<file path="config.mk">
export PLATFORM = sky130hd
export DESIGN_NAME = rgb565_downscale_normalize_flat
export DESIGN_NICKNAME = d
export VERILOG_FILES = /design/src/rdn_pkg.sv /design/src/rdn_in_if.sv /design/src/rdn_out_if.sv /design/src/rdn_front.sv /design/src/rdn_queue.sv /design/src/rdn_back.sv /design/src/rgb565_downscale_normalize.sv /design/src/flat_wrapper.sv
export SDC_FILE = /design/constraint.sdc
export NUM_CORES = 1
export LEC_CHECK = 0
export ABC_AREA = 1
export ABC_CLOCK_PERIOD_IN_PS = 14900
export BUFFER_PORTS_ARGS = -buffer_cell sky130_fd_sc_hd__buf_2
export CORE_ASPECT_RATIO = 0.8
export CORE_MARGIN = 1.5
export CORE_UTILIZATION = 39
export DETAILED_ROUTE_END_ITERATION = 7
export GPL_TIMING_DRIVEN = 1
export SLEW_MARGIN = 25
export SYNTH_ARGS = -nofsm -noshare
export SYNTH_HDL_FRONTEND = slang
export SYNTH_HIERARCHICAL = 1
export SYNTH_SLANG_ARGS = --single-unit
</file>
<file path="constraint.sdc">
create_clock -name clk -period 14.9 [get_ports clk]
set_input_delay 2.98 -clock clk [delete_from_list [all_inputs] [get_ports clk]]
set_output_delay 2.98 -clock clk [all_outputs]
set_load 0.01 [all_outputs]
</file>
<file path="src/rdn_pkg.sv">
// ----------------------------------------------------------------------------
// rdn_pkg: shared types and constants for the RGB565 downscaler
// Register indexes, reset sizes, the payload struct and the fixed-point
// reciprocals used to widen 5- and 6-bit channels to 8 bits.
// ----------------------------------------------------------------------------
`default_nettype none

package rdn_pkg;

  // Largest frame dimension handled by default
  localparam int MAX_DIM_DEFAULT = 1024;

  // Configuration register width and index width
  localparam int CFG_W     = 11;
  localparam int CFG_IDX_W = 2;

  typedef enum logic [CFG_IDX_W-1:0] {
    REG_SOURCE_WIDTH  = 2'd0,
    REG_SOURCE_HEIGHT = 2'd1,
    REG_TARGET_WIDTH  = 2'd2,
    REG_TARGET_HEIGHT = 2'd3
  } cfg_reg_t;

  // Register reset values
  localparam logic [CFG_W-1:0] SOURCE_WIDTH_RESET  = 11'd640;
  localparam logic [CFG_W-1:0] SOURCE_HEIGHT_RESET = 11'd480;
  localparam logic [CFG_W-1:0] TARGET_WIDTH_RESET  = 11'd96;
  localparam logic [CFG_W-1:0] TARGET_HEIGHT_RESET = 11'd96;

  // Field widths
  localparam int PIXEL_W = 16;
  localparam int NORM_W  = 16;
  localparam int COORD_W = 10;

  // floor(v*255/31) = (v * 255 * 33826) >> 20, exact for 5-bit v
  // floor(v*255/63) = (v * 255 * 16645) >> 20, exact for 6-bit v
  localparam int                 PROD_W      = 28;
  localparam int                 RECIP_SHIFT = 20;
  localparam logic [PROD_W-1:0]  RED_BLUE_K  = 28'd8625630;
  localparam logic [PROD_W-1:0]  GREEN_K     = 28'd4244475;

  // Kept pixel, as it travels from classifier to converter
  typedef struct packed {
    logic [PIXEL_W-1:0] pixel565;
    logic [COORD_W-1:0] out_col;
    logic [COORD_W-1:0] out_row;
    logic               frame_last;
  } kept_t;

  // Queue depth between the two halves
  localparam int QUEUE_DEPTH = 2;

endpackage

`default_nettype wire

</file>
<file path="src/rdn_in_if.sv">
// ----------------------------------------------------------------------------
// rdn_in_if: camera pixel channel
// Valid/ready channel carrying one RGB565 pixel and its frame-start flag.
// ----------------------------------------------------------------------------
`default_nettype none

interface rdn_in_if;
  logic                        valid;
  logic                        ready;
  logic [rdn_pkg::PIXEL_W-1:0] pixel565;
  logic                        frame_start;

  modport source (output valid, output pixel565, output frame_start, input ready);
  modport sink   (input valid, input pixel565, input frame_start, output ready);
endinterface

`default_nettype wire

</file>
<file path="src/rdn_out_if.sv">
// ----------------------------------------------------------------------------
// rdn_out_if: normalized pixel channel
// Valid/ready channel carrying one downscaled, normalized pixel.
// ----------------------------------------------------------------------------
`default_nettype none

interface rdn_out_if;
  logic                        valid;
  logic                        ready;
  logic [rdn_pkg::NORM_W-1:0]  red_norm;
  logic [rdn_pkg::NORM_W-1:0]  green_norm;
  logic [rdn_pkg::NORM_W-1:0]  blue_norm;
  logic [rdn_pkg::COORD_W-1:0] out_col;
  logic [rdn_pkg::COORD_W-1:0] out_row;
  logic                        frame_last;

  modport source (output valid, output red_norm, output green_norm, output blue_norm,
                  output out_col, output out_row, output frame_last, input ready);
  modport sink   (input valid, input red_norm, input green_norm, input blue_norm,
                  input out_col, input out_row, input frame_last, output ready);
endinterface

`default_nettype wire

</file>
<file path="src/rdn_front.sv">
// ----------------------------------------------------------------------------
// rdn_front: raster tracker and keep classifier
// Holds the size registers, follows the source position and decides, with
// exact accumulator compares, which pixels survive nearest-neighbor
// downscaling. Kept pixels are pushed into the queue with their coordinates.
// ----------------------------------------------------------------------------
`default_nettype none

module rdn_front #(
  parameter int MAX_DIM = rdn_pkg::MAX_DIM_DEFAULT
) (
  input  wire logic                          clk,
  input  wire logic                          rst,
  input  wire logic                          write_enable,
  input  wire logic [rdn_pkg::CFG_IDX_W-1:0] write_index,
  input  wire logic [rdn_pkg::CFG_W-1:0]     write_data,
  rdn_in_if.sink                             pixels,
  output logic                               push_valid,
  output rdn_pkg::kept_t                     push_data,
  input  wire logic                          push_ready
);

  localparam int CW    = $clog2(MAX_DIM + 1);     // holds a size
  localparam int DW    = $clog2(MAX_DIM);         // holds a position
  localparam int ACC_W = 2 * CW;                  // holds size * size
  localparam int XW    = (CW > rdn_pkg::CFG_W) ? CW : rdn_pkg::CFG_W;

  // Size registers, raw as written
  logic [rdn_pkg::CFG_W-1:0] source_width, source_height;
  logic [rdn_pkg::CFG_W-1:0] target_width, target_height;

  // Raster state
  logic [DW-1:0]    in_col, in_row;
  logic [CW-1:0]    next_out_col, next_out_row;
  logic [ACC_W-1:0] col_target_acc, row_target_acc;
  logic             row_kept;

  logic [DW-1:0]    in_col_next, in_row_next;
  logic [CW-1:0]    next_out_col_next, next_out_row_next;
  logic [ACC_W-1:0] col_target_acc_next, row_target_acc_next;
  logic             row_kept_next;

  // Clamp a register value to the range one .. MAX_DIM
  function automatic logic [CW-1:0] clamp_dim(input logic [rdn_pkg::CFG_W-1:0] v);
    logic [XW-1:0] vx;
    vx = XW'(v);
    if (vx == '0) begin
      clamp_dim = CW'(1);
    end else if (vx > XW'(MAX_DIM)) begin
      clamp_dim = CW'(MAX_DIM);
    end else begin
      clamp_dim = CW'(vx);
    end
  endfunction

  logic [CW-1:0] sw, sh, tw_c, th_c, tw, th;

  always_comb begin
    sw   = clamp_dim(source_width);
    sh   = clamp_dim(source_height);
    tw_c = clamp_dim(target_width);
    th_c = clamp_dim(target_height);
    // no upscaling: saturate target to source
    tw   = (tw_c > sw) ? sw : tw_c;
    th   = (th_c > sh) ? sh : th_c;
  end

  // Effective state after an optional frame-start clear
  logic [DW-1:0]    ic_e, ir_e;
  logic [CW-1:0]    noc_e, nor_e;
  logic [ACC_W-1:0] cacc_e, racc_e;
  logic             rk_e;

  always_comb begin
    if (pixels.frame_start) begin
      ic_e   = '0;
      ir_e   = '0;
      noc_e  = '0;
      nor_e  = '0;
      cacc_e = '0;
      racc_e = '0;
      rk_e   = 1'b1;
    end else begin
      ic_e   = in_col;
      ir_e   = in_row;
      noc_e  = next_out_col;
      nor_e  = next_out_row;
      cacc_e = col_target_acc;
      racc_e = row_target_acc;
      rk_e   = row_kept;
    end
  end

  // Column keep test and line/frame advance
  logic [CW-1:0]    ic1, ir1, noc1, nor1;
  logic [ACC_W-1:0] col_limit, row_limit;
  logic             keep, line_end, frame_end, row_adv;

  always_comb begin
    ic1       = CW'(ic_e) + CW'(1);
    ir1       = CW'(ir_e) + CW'(1);
    noc1      = noc_e + CW'(1);
    nor1      = nor_e + CW'(1);
    col_limit = ACC_W'(ic1) * ACC_W'(tw);
    row_limit = (ACC_W'(ir_e) + ACC_W'(2)) * ACC_W'(th);
    keep      = rk_e && (noc_e < tw) && (cacc_e < col_limit);
    line_end  = (ic1 >= sw);
    frame_end = (ir1 >= sh);
    row_adv   = rk_e && (nor_e < th);

    in_col_next         = ic_e;
    in_row_next         = ir_e;
    next_out_col_next   = noc_e;
    next_out_row_next   = nor_e;
    col_target_acc_next = cacc_e;
    row_target_acc_next = racc_e;
    row_kept_next       = rk_e;

    if (keep) begin
      next_out_col_next   = noc1;
      col_target_acc_next = cacc_e + ACC_W'(sw);
    end

    if (line_end) begin
      in_col_next         = '0;
      next_out_col_next   = '0;
      col_target_acc_next = '0;
      if (row_adv) begin
        next_out_row_next   = nor1;
        row_target_acc_next = racc_e + ACC_W'(sh);
      end
      if (frame_end) begin
        in_row_next         = '0;
        next_out_row_next   = '0;
        row_target_acc_next = '0;
        row_kept_next       = 1'b1;
      end else begin
        in_row_next   = DW'(ir1);
        row_kept_next = (next_out_row_next < th) && (row_target_acc_next < row_limit);
      end
    end else begin
      in_col_next = DW'(ic1);
    end
  end

  // Accept whenever the queue has room
  logic accept;
  assign pixels.ready = push_ready;
  assign accept       = pixels.valid && push_ready;

  assign push_valid           = accept && keep;
  assign push_data.pixel565   = pixels.pixel565;
  assign push_data.out_col    = rdn_pkg::COORD_W'(noc_e);
  assign push_data.out_row    = rdn_pkg::COORD_W'(nor_e);
  assign push_data.frame_last = (noc1 == tw) && (nor1 == th);

  // Hold size registers
  always_ff @(posedge clk) begin
    if (rst) begin
      source_width  <= rdn_pkg::SOURCE_WIDTH_RESET;
      source_height <= rdn_pkg::SOURCE_HEIGHT_RESET;
      target_width  <= rdn_pkg::TARGET_WIDTH_RESET;
      target_height <= rdn_pkg::TARGET_HEIGHT_RESET;
    end else if (write_enable) begin
      case (rdn_pkg::cfg_reg_t'(write_index))
        rdn_pkg::REG_SOURCE_WIDTH:  source_width  <= write_data;
        rdn_pkg::REG_SOURCE_HEIGHT: source_height <= write_data;
        rdn_pkg::REG_TARGET_WIDTH:  target_width  <= write_data;
        rdn_pkg::REG_TARGET_HEIGHT: target_height <= write_data;
        default: ;
      endcase
    end
  end

  // Advance raster state on each accepted pixel
  always_ff @(posedge clk) begin
    if (rst) begin
      in_col         <= '0;
      in_row         <= '0;
      next_out_col   <= '0;
      next_out_row   <= '0;
      col_target_acc <= '0;
      row_target_acc <= '0;
      row_kept       <= 1'b1;
    end else if (accept) begin
      in_col         <= in_col_next;
      in_row         <= in_row_next;
      next_out_col   <= next_out_col_next;
      next_out_row   <= next_out_row_next;
      col_target_acc <= col_target_acc_next;
      row_target_acc <= row_target_acc_next;
      row_kept       <= row_kept_next;
    end
  end

endmodule

`default_nettype wire

</file>
<file path="src/rdn_queue.sv">
// ----------------------------------------------------------------------------
// rdn_queue: short FIFO of kept pixels
// Decouples the classifier from the converter so each side stalls alone.
// ----------------------------------------------------------------------------
`default_nettype none

module rdn_queue (
  input  wire logic            clk,
  input  wire logic            rst,
  input  wire logic            push_valid,
  input  wire rdn_pkg::kept_t  push_data,
  output logic                 push_ready,
  output logic                 pop_valid,
  output rdn_pkg::kept_t       pop_data,
  input  wire logic            pop_ready
);

  localparam int DEPTH = rdn_pkg::QUEUE_DEPTH;
  localparam int PW    = $clog2(DEPTH);
  localparam int CNT_W = $clog2(DEPTH + 1);

  rdn_pkg::kept_t entries [DEPTH];
  logic [PW-1:0]    wr_ptr, rd_ptr;
  logic [CNT_W-1:0] count;
  logic             do_push, do_pop;

  assign push_ready = (count != CNT_W'(DEPTH));
  assign pop_valid  = (count != '0);
  assign pop_data   = entries[rd_ptr];
  assign do_push    = push_valid && push_ready;
  assign do_pop     = pop_valid && pop_ready;

  // Advance pointers and fill count
  always_ff @(posedge clk) begin
    if (rst) begin
      wr_ptr <= '0;
      rd_ptr <= '0;
      count  <= '0;
    end else begin
      if (do_push) begin
        wr_ptr <= (wr_ptr == PW'(DEPTH - 1)) ? '0 : wr_ptr + PW'(1);
      end
      if (do_pop) begin
        rd_ptr <= (rd_ptr == PW'(DEPTH - 1)) ? '0 : rd_ptr + PW'(1);
      end
      case ({do_push, do_pop})
        2'b10:   count <= count + CNT_W'(1);
        2'b01:   count <= count - CNT_W'(1);
        default: count <= count;
      endcase
    end
  end

  // Store pushed entry
  always_ff @(posedge clk) begin
    if (do_push) begin
      entries[wr_ptr] <= push_data;
    end
  end

endmodule

`default_nettype wire

</file>
<file path="src/rdn_back.sv">
// ----------------------------------------------------------------------------
// rdn_back: color widening and output register
// Widens 5/6-bit channels to 8 bits with exact reciprocal multiplies,
// replicates each byte to 16 bits and holds the result for the sink.
// ----------------------------------------------------------------------------
`default_nettype none

module rdn_back (
  input  wire logic            clk,
  input  wire logic            rst,
  input  wire logic            pop_valid,
  input  wire rdn_pkg::kept_t  pop_data,
  output logic                 pop_ready,
  rdn_out_if.source            results
);

  localparam int PW = rdn_pkg::PROD_W;
  localparam int SH = rdn_pkg::RECIP_SHIFT;

  logic [PW-1:0] red_prod, green_prod, blue_prod;
  logic [7:0]    red8, green8, blue8;
  logic          load;

  // Widen channels: floor(v*255/31) and floor(v*255/63)
  always_comb begin
    red_prod   = PW'(pop_data.pixel565[15:11]) * rdn_pkg::RED_BLUE_K;
    green_prod = PW'(pop_data.pixel565[10:5])  * rdn_pkg::GREEN_K;
    blue_prod  = PW'(pop_data.pixel565[4:0])   * rdn_pkg::RED_BLUE_K;
    red8       = red_prod[SH+7:SH];
    green8     = green_prod[SH+7:SH];
    blue8      = blue_prod[SH+7:SH];
  end

  // Load when the output register is empty or being emptied
  assign pop_ready = !results.valid || results.ready;
  assign load      = pop_valid && pop_ready;

  always_ff @(posedge clk) begin
    if (rst) begin
      results.valid <= 1'b0;
    end else if (pop_ready) begin
      results.valid <= pop_valid;
    end
  end

  // Hold payload; v8 * 257 is the byte repeated
  always_ff @(posedge clk) begin
    if (load) begin
      results.red_norm   <= {red8, red8};
      results.green_norm <= {green8, green8};
      results.blue_norm  <= {blue8, blue8};
      results.out_col    <= pop_data.out_col;
      results.out_row    <= pop_data.out_row;
      results.frame_last <= pop_data.frame_last;
    end
  end

endmodule

`default_nettype wire

</file>
<file path="src/rgb565_downscale_normalize.sv">
// ----------------------------------------------------------------------------
// rgb565_downscale_normalize: RGB565 stream to normalized, downscaled RGB
// Nearest-neighbor decimation of a raster pixel stream with 16-bit
// normalized channel output.
//
//   channel       dir  handshake      payload
//   pixels        in   valid/ready    pixel565[16], frame_start[1]
//   results       out  valid/ready    red/green/blue_norm[16], out_col[10],
//                                     out_row[10], frame_last[1]
//   write_*       in   enable only    write_index[2], write_data[11]
//
// One pixel is accepted every cycle while the queue has room; a kept pixel
// reaches results through the queue, then the output register. The rate is
// set by the classifier's position update, one multiply and compare per
// axis. Reset is synchronous and needs no clearing pass.
// A stall on results fills the two-entry queue, then drops pixels.ready.
// ----------------------------------------------------------------------------
`default_nettype none

module rgb565_downscale_normalize #(
  parameter int MAX_DIM = rdn_pkg::MAX_DIM_DEFAULT
) (
  input  wire logic                          clk,
  input  wire logic                          rst,
  input  wire logic                          write_enable,
  input  wire logic [rdn_pkg::CFG_IDX_W-1:0] write_index,
  input  wire logic [rdn_pkg::CFG_W-1:0]     write_data,
  rdn_in_if.sink                             pixels,
  rdn_out_if.source                          results
);

  logic           push_valid, push_ready;
  logic           pop_valid, pop_ready;
  rdn_pkg::kept_t push_data, pop_data;

  rdn_front #(
    .MAX_DIM (MAX_DIM)
  ) u_front (
    .clk          (clk),
    .rst          (rst),
    .write_enable (write_enable),
    .write_index  (write_index),
    .write_data   (write_data),
    .pixels       (pixels),
    .push_valid   (push_valid),
    .push_data    (push_data),
    .push_ready   (push_ready)
  );

  rdn_queue u_queue (
    .clk        (clk),
    .rst        (rst),
    .push_valid (push_valid),
    .push_data  (push_data),
    .push_ready (push_ready),
    .pop_valid  (pop_valid),
    .pop_data   (pop_data),
    .pop_ready  (pop_ready)
  );

  rdn_back u_back (
    .clk       (clk),
    .rst       (rst),
    .pop_valid (pop_valid),
    .pop_data  (pop_data),
    .pop_ready (pop_ready),
    .results   (results)
  );

endmodule

`default_nettype wire

</file>
<file path="src/flat_wrapper.sv">
// flat-port wrapper written by rule: the top's interface ports become plain ports
module rgb565_downscale_normalize_flat 
#(
  parameter int MAX_DIM = rdn_pkg::MAX_DIM_DEFAULT
)
  (clk, rst, write_enable, write_index, write_data, pixels_valid, pixels_pixel565, pixels_frame_start, pixels_ready, results_valid, results_red_norm, results_green_norm, results_blue_norm, results_out_col, results_out_row, results_frame_last, results_ready);
  rdn_in_if pixels_i ();
  rdn_out_if results_i ();
  input  wire logic clk;
  input  wire logic rst;
  input  wire logic write_enable;
  input  wire logic [rdn_pkg::CFG_IDX_W-1:0] write_index;
  input  wire logic [rdn_pkg::CFG_W-1:0] write_data;
  input wire logic [$bits(pixels_i.valid)-1:0] pixels_valid;
  input wire logic [$bits(pixels_i.pixel565)-1:0] pixels_pixel565;
  input wire logic [$bits(pixels_i.frame_start)-1:0] pixels_frame_start;
  output wire logic [$bits(pixels_i.ready)-1:0] pixels_ready;
  output wire logic [$bits(results_i.valid)-1:0] results_valid;
  output wire logic [$bits(results_i.red_norm)-1:0] results_red_norm;
  output wire logic [$bits(results_i.green_norm)-1:0] results_green_norm;
  output wire logic [$bits(results_i.blue_norm)-1:0] results_blue_norm;
  output wire logic [$bits(results_i.out_col)-1:0] results_out_col;
  output wire logic [$bits(results_i.out_row)-1:0] results_out_row;
  output wire logic [$bits(results_i.frame_last)-1:0] results_frame_last;
  input wire logic [$bits(results_i.ready)-1:0] results_ready;
  assign pixels_i.valid = pixels_valid;
  assign pixels_i.pixel565 = pixels_pixel565;
  assign pixels_i.frame_start = pixels_frame_start;
  assign pixels_ready = pixels_i.ready;
  assign results_valid = results_i.valid;
  assign results_red_norm = results_i.red_norm;
  assign results_green_norm = results_i.green_norm;
  assign results_blue_norm = results_i.blue_norm;
  assign results_out_col = results_i.out_col;
  assign results_out_row = results_i.out_row;
  assign results_frame_last = results_i.frame_last;
  assign results_i.ready = results_ready;
  rgb565_downscale_normalize #(.MAX_DIM(MAX_DIM)) u_core (.clk(clk), .rst(rst), .write_enable(write_enable), .write_index(write_index), .write_data(write_data), .pixels(pixels_i), .results(results_i));
endmodule
</file>
==> results.sh, run 1 <==
export IMPL_leakage_uw=0.0163
export IMPL_worstMarginPinSlew_ns=0.933
export IMPL_layout_drive_gt1_share=0.0760
export IMPL_grt_pass1_wl_mm=135
export IMPL_min_path_type="flop to flop"
export IMPL_area_growth_synth_to_final_pct=7.79
export IMPL_antenna_found_initial=0
export IMPL_post_cts_resized=0
export IMPL_cts_tree="yes"
export IMPL_path_max_fanout=46
export IMPL_critPathLaunchType="input pin"
export IMPL_dieWidth_um=315
export IMPL_powerDensity_nw_per_um2=214
export IMPL_ff2ff_path_depth=50
export IMPL_syn_num_nets=4715
export IMPL_core_area_um2=77000
export IMPL_status="complete, no violations"
export IMPL_r2r_start="u_core/u_front/source_width[6]"
export IMPL_syn_mean_instance_area_um2=7.40
export IMPL_drv_cap=0
export IMPL_r2r_slack_ns=4.03
export IMPL_n_fill_cell=8052
export IMPL_die_area_um2=79400
export IMPL_ctsHoldBuffers=0
export IMPL_io_buffers=105
export IMPL_num_io_pins=106
export IMPL_synth_top_cells_by_area="ha_1 15%, fa_1 14%, edfxtp_1 12%"
export IMPL_cts_root_buf="clkbuf_16"
export IMPL_insertion_delay_ns=0.59
export IMPL_slowest_stage="buf_4"
export IMPL_min_from="u_core/u_front/row_kept"
export IMPL_vias=26200
export IMPL_min_path_cells=2
export IMPL_cts_sink_count=256
export IMPL_initial_utilization=0.394
export IMPL_tns_ns=0
export IMPL_crit_type="input pin to flop"
export IMPL_row_count=91
export IMPL_syn_inst=4094
export IMPL_htreeDepth=1
export IMPL_hold_viol=0
export IMPL_period_share=0.791
export IMPL_min_period_ns=11.79
export IMPL_vias_per_cell=5.06
export IMPL_fp_dieH_um=252
export IMPL_maxSlewViolCount=0
export IMPL_wl_mm=84.7
export IMPL_synth_ff_type="dfxtp_1"
export IMPL_drc=0
export IMPL_slowest_delay_ns=0.58
export IMPL_multi_input_area_um2=20500
export IMPL_grt_overflow=0
export IMPL_dp_cells=5128
export IMPL_cts_buffer_depth=3
export IMPL_layout_cells_non_filler=5179
export IMPL_synth_area_um2=30300
export IMPL_synth_top_cell_area_share=0.155
export IMPL_dp_hpwl_mm=68.1
export IMPL_ys_warn_count=6
export IMPL_fin_skew_ns=0.0350
export IMPL_cts_clk_slew_worst_paths_ns=0.06
export IMPL_relSlewSlack=0.371
export IMPL_min_to="u_core/u_front/row_kept"
export IMPL_grt_max_degree=79
export IMPL_wl_per_cell_um=16.4
export IMPL_ys_ff_latch=256
export IMPL_fin_nets=4756
export IMPL_cts_made_buffers=27
export IMPL_endpoint_kind="flop"
export IMPL_required_ns=15.42
export IMPL_grt_pass1_vias=24800
export IMPL_drtAntennaViolNets=0
export IMPL_post_cts_setup_buffers=0
export IMPL_final_seq_area_um2=6320
export IMPL_grt_use_total=0.214
export IMPL_path_common_cell="nand2_1"
export IMPL_peakVddDrop_mv=0.211
export IMPL_worstReg2RegEnd="u_core/u_queue/count[1]"
export IMPL_yosysTopAreaCell="ha_1"
export IMPL_setup_violations=0
export IMPL_first_pass_iters=6
export IMPL_antenna_cells=0
export IMPL_synth_async_reset_ratio=0
export IMPL_place_congestion=0.959
export IMPL_ys_seq_area_frac=0.209
export IMPL_arrival_ns=12.31
export IMPL_drt_iter0_drc=2284
export IMPL_max_freq_mhz=84.8
export IMPL_ys_types=62
export IMPL_grt_setup_unrepaired="no"
export IMPL_synth_edff_count=119
layout make-up:
cell class,instances,area share
multi-input cells,2977,0.628
flip-flops and latches,256,0.193
clock buffers,35,0.0235
clock inverters,15,0.00582
repair buffers,132,0.0242
well taps,1023,0.0392
inverters,741,0.0853
per-layer routing:
metal  vias up  share of wire  global-route usage
met5         -              0                   0
met4         0          0.014              0.0310
met3        81          0.087              0.0483
met2       798           0.41               0.317
met1     12200           0.49               0.321
li1      13100              -                   -
worst max path at each step:
stage,to,cells past startpoint,slack (ns),start
after floorplan,u_core/u_queue/entries[0][0],43,2.66,pixels_frame_start
after global placement,u_core/u_queue/entries[1][27],41,2.56,pixels_frame_start
after detailed placement,u_core/u_queue/count[1],44,2.72,pixels_frame_start
after CTS,u_core/u_queue/count[1],44,3.29,pixels_frame_start
after global routing,u_core/u_queue/count[1],44,2.04,pixels_frame_start
final,u_core/u_queue/count[1],44,3.11,pixels_frame_start
sequential cells by signal, indices dropped and copies added, names as in the netlist, 10 cells and up, named ones only:
signal	count
u_core/u_queue/entries	74
u_core/u_front/source_width	11
u_core/u_front/target_height	11
u_core/u_back/results.out_row	10
u_core/u_back/results.out_col	10
u_core/u_front/source_height	11
u_core/u_front/row_target_acc	22
u_core/u_front/in_row	10
u_core/u_front/in_col	10
u_core/u_front/next_out_col	11
u_core/u_front/col_target_acc	22
u_core/u_front/next_out_row	11
u_core/u_front/target_width	11
critical path, delay by kind of cell:
| family | cells | cell delay (ns) |
|---|---|---|
| AOI/OAI and AO/OA | 3 | 0.61 |
| xor gates and xnor gates | 2 | 0.55 |
| adders and majority gates | 9 | 3.51 |
| buffers and inverters | 8 | 1.50 |
| and+or+nand+nor | 22 | 3.10 |
report_power, final:
group,internal [uW],switching (uW)
clock,422,315
sequential,952,72.9
combinational,1750,3470
logic make-up after synthesis:
logic type / synth area share
AO/OA/AOI/OAI: 0.0976
multiplexers: 0.0175
flip-flops: 0.209
XOR/XNOR: 0.0319
AND/OR/NAND/NOR: 0.235
buffers and inverters: 0.115
adder cells (fa/ha/maj): 0.294
placed cells by master, fill, tap and decap left out, types with 10 or more instances in the layout:
master | synthesis | final
buf_4 | 43 | 25
buf_2 | 21 | 104
inv_1 | 716 | 716
inv_2 | 16 | 16
xor2_1 | 60 | 60
clkbuf_16 | 0 | 28
nor2_1 | 437 | 434
nand2_1 | 931 | 930
dfxtp_1 | 137 | 136
nor2_4 | 8 | 11
a21oi_1 | 300 | 299
xnor2_1 | 43 | 43
fa_1 | 211 | 211
ha_1 | 375 | 375
nand3_1 | 191 | 191
mux2_4 | 30 | 30
a221oi_1 | 12 | 12
o21ai_1 | 11 | 14
nand4_1 | 37 | 37
nor2_2 | 15 | 15
nand2_2 | 20 | 21
edfxtp_1 | 119 | 119
o211ai_1 | 18 | 18
o21ai_0 | 144 | 140
nor3_1 | 21 | 21
or2_2 | 10 | 10
synth_stat cells (9+ instances only):
cell      count
nand2_1     931
inv_1       716
nor2_1      437
ha_1        375
a21oi_1     300
fa_1        211
nand3_1     191
o21ai_0     144
dfxtp_1     137
edfxtp_1    119
xor2_1       60
clkbuf_1     50
buf_4        43
xnor2_1      43
nand4_1      37
mux2_4       30
buf_2        21
nor3_1       21
nand2_2      20
o211ai_1     18
inv_2        16
nor2_2       15
a221oi_1     12
o21ai_1      11
or2_2        10
nor4_1        9
o21bai_1      9
stage by stage:
| stage | utilization | setup WS, ns | hold slack [ns] | total power [uW] | cell area, um2 |
|---|---|---|---|---|---|
| 6_report | 0.424 | 3.11 | 0.462 | 6980 | 32700 |
| 5_1_grt | 0.424 | 2.04 | 0.479 | 7800 | 32700 |
| 4_1_cts | 0.424 | 3.29 | 0.462 | 6970 | 32600 |
| 3_5_place_dp | 0.411 | 2.72 | 0.445 | 6200 | 31700 |
| 3_3_place_gp | 0.411 | 2.56 | 0.441 | 6170 | 31600 |
| 2_1_floorplan | - | 2.66 | 0.433 | 4920 | 30300 |
(Power assumes the default switching activity.)
==> run 2, diff against run 1 <==
--- a/config.mk
+++ b/config.mk
@@ -6,7 +6,7 @@
 export NUM_CORES = 1
 export LEC_CHECK = 0
 export ABC_AREA = 1
-export ABC_CLOCK_PERIOD_IN_PS = 14900
+export ABC_CLOCK_PERIOD_IN_PS = 11090
 export BUFFER_PORTS_ARGS = -buffer_cell sky130_fd_sc_hd__buf_2
 export CORE_ASPECT_RATIO = 0.8
 export CORE_MARGIN = 1.5
==> constraint.sdc (replaced) <==
create_clock -name clk -period 11.09 [get_ports clk]
set_input_delay 2.218 -clock clk [delete_from_list [all_inputs] [get_ports clk]]
set_output_delay 2.218 -clock clk [all_outputs]
set_load 0.01 [all_outputs]
==> run 2 against run 1 <==
Combinational power is 35% higher. Sequential cell count stayed put. Cell area rose by 0.31%. Core utilization rose by 0.13 points. Highest routed layer is now met5. Non-clock buffer count rose by 14. Sequential power increased by 35%. Power increased by 35%. Critical path depth rose by 5. Sequential share of layout area is 0.059 points lower. Die area unchanged. Global-route usage fell by 0.059 points. Critical path type is now flop to flop.
==> results.sh, run 2 (same netlist as run 1, synthesis figures left out) <==
export IMPL_leakage_uw=0.0164
export IMPL_antenna_cells=0
export IMPL_num_io_pins=106
export IMPL_met1_length_mm=41.3
export IMPL_arrival_ns=10.22
export IMPL_n_fill_cell=7947
export IMPL_dp_hpwl_mm=68.9
export IMPL_tns_ns=0
export IMPL_fin_nets=4771
export IMPL_vias_per_cell=5.04
export IMPL_worstMarginPinSlew_ns=0.992
export IMPL_drv_cap=0
export IMPL_hold_viol=0
export IMPL_highest_layer="met5"
export IMPL_final_seq_area_um2=6320
export IMPL_status="complete, no violations"
export IMPL_grt_overflow=0
export IMPL_antenna_found_initial=0
export IMPL_cts_clk_slew_worst_paths_ns=0.06
export IMPL_relSlewSlack=0.334
export IMPL_grt_use_total=0.214
export IMPL_post_cts_setup_buffers=0
export IMPL_grt_max_degree=63
export IMPL_multi_input_area_um2=20500
export IMPL_setup_violations=0
export IMPL_first_pass_iters=5
export IMPL_final_common_cell="nand2_1"
export IMPL_core_area_um2=77000
export IMPL_cts_sink_count=256
export IMPL_grt_setup_unrepaired="no"
export IMPL_final_cell_mix="930 x nand2_1, 716 x inv_1, 434 x nor2_1"
export IMPL_htreeDepth=1
export IMPL_largest_reg_flops=74
export IMPL_layout_drive_gt1_share=0.0801
export IMPL_path_max_fanout=22
export IMPL_period_share=0.896
export IMPL_grt_pass1_wl_mm=135
export IMPL_dieWidth_um=315
export IMPL_reg_top3="u_core/u_queue/entries x74, u_core/u_front/col_target_acc x22, u_core/u_front/row_target_acc x22"
export IMPL_die_area_um2=79400
export IMPL_slowest_delay_ns=0.55
export IMPL_min_path_type="flop to flop"
export IMPL_powerDensity_nw_per_um2=287
export IMPL_met3_wirelength_mm=6.77
export IMPL_crit_type="flop to flop"
export IMPL_top_register="u_core/u_queue/entries"
export IMPL_drt_iter0_drc=2143
export IMPL_endpoint_kind="flop"
export IMPL_cts_buffer_depth=3
export IMPL_maxSlewViolCount=0
export IMPL_io_buffers=105
export IMPL_placed_area_um2=31800
export IMPL_r2r_start="u_core/u_front/source_width[6]"
export IMPL_insertion_delay_ns=0.59
export IMPL_area_growth_synth_to_final_pct=8.12
export IMPL_row_count=91
export IMPL_peakVddDrop_mv=0.287
export IMPL_min_path_cells=2
export IMPL_wl_mm=84.4
export IMPL_fin_skew_ns=0.0278
export IMPL_min_to="u_core/u_front/col_target_acc[2]"
export IMPL_worstReg2RegEnd="u_core/u_queue/entries[0][30]"
export IMPL_drtAntennaViolNets=0
export IMPL_max_freq_mhz=101
export IMPL_min_period_ns=9.93
export IMPL_r2r_slack_ns=1.16
export IMPL_initial_utilization=0.394
export IMPL_min_from="u_core/u_front/col_target_acc[2]"
export IMPL_vias=26200
export IMPL_slowest_stage="fa_1"
export IMPL_ff2ff_path_depth=49
export IMPL_drc=0
export IMPL_required_ns=11.38
export IMPL_wl_met2_mm=34.6
export IMPL_grt_pass1_vias=24800
export IMPL_fp_dieH_um=252
export IMPL_ctsHoldBuffers=0
export IMPL_post_cts_resized=0
export IMPL_cts_root_buf="clkbuf_16"
export IMPL_place_congestion=0.974
export IMPL_cts_made_buffers=28
export IMPL_fin_area_um2=32800
export IMPL_critPathLaunchType="flop"
export IMPL_cts_tree="yes"
export IMPL_wl_per_cell_um=16.2
export IMPL_path_common_cell="nand2_1"
run 2: area by class of cell:
| cell class | instances | area share |
|---|---|---|
| multi-input combinational | 2977 | 0.627 |
| clock inverter | 21 | 0.00672 |
| tap | 1023 | 0.0391 |
| inverter | 741 | 0.0850 |
| clock buffer | 31 | 0.0223 |
| timing repair buffer | 146 | 0.0274 |
| sequential | 256 | 0.193 |
run 2: worst max path at each step:
| stage | startpoint | to | depth (start not counted) |
|---|---|---|---|
| after floorplan | pixels_frame_start | u_core/u_queue/entries[0][0] | 43 |
| after global placement | pixels_frame_start | u_core/u_queue/entries[0][9] | 39 |
| after detailed placement | pixels_frame_start | u_core/u_queue/entries[0][27] | 40 |
| after CTS | u_core/u_front/source_width[6] | u_core/u_queue/entries[0][27] | 49 |
| after global routing | u_core/u_front/source_width[6] | u_core/u_queue/entries[0][15] | 49 |
| final | u_core/u_front/source_width[6] | u_core/u_queue/entries[0][30] | 49 |
run 2: worst max-delay path, delay by kind of cell (launching register included):
family,cells,cell delay (ns)
compound gates,6,1.02
xor+xnor,1,0.17
fa+ha+maj,8,3.41
buf+inv,9,1.27
flops,1,0.31
simple gates,25,3.43
run 2: metal layers:
metal / track usage / up-vias
li1: - / 13100
met1: 0.319 / 12100
met2: 0.318 / 820
met3: 0.0427 / 97
met4: 0.0374 / 2
met5: 0.0117 / -
run 2: per-stage QoR:
| step | utilization | std cells | total power [uW] | setup slack [ns] | hold slack (ns) |
|---|---|---|---|---|---|
| 2_1_floorplan | - | 4094 | 6600 | -0.386 | 0.433 |
| 3_3_place_gp | 0.412 | 5140 | 8290 | 0.584 | 0.443 |
| 3_5_place_dp | 0.413 | 5142 | 8350 | 0.788 | 0.452 |
| 4_1_cts | 0.425 | 5194 | 9380 | 1.25 | 0.467 |
| 5_1_grt | 0.425 | 5195 | 10400 | 0.308 | 0.478 |
| 6_report | 0.425 | 5195 | 9400 | 1.16 | 0.465 |
run 2: power by group:
part / switching [uW] / internal, uW / total, uW
logic: 4680 / 2360 / 7040
registers: 101 / 1280 / 1380
clock network: 443 / 536 / 979
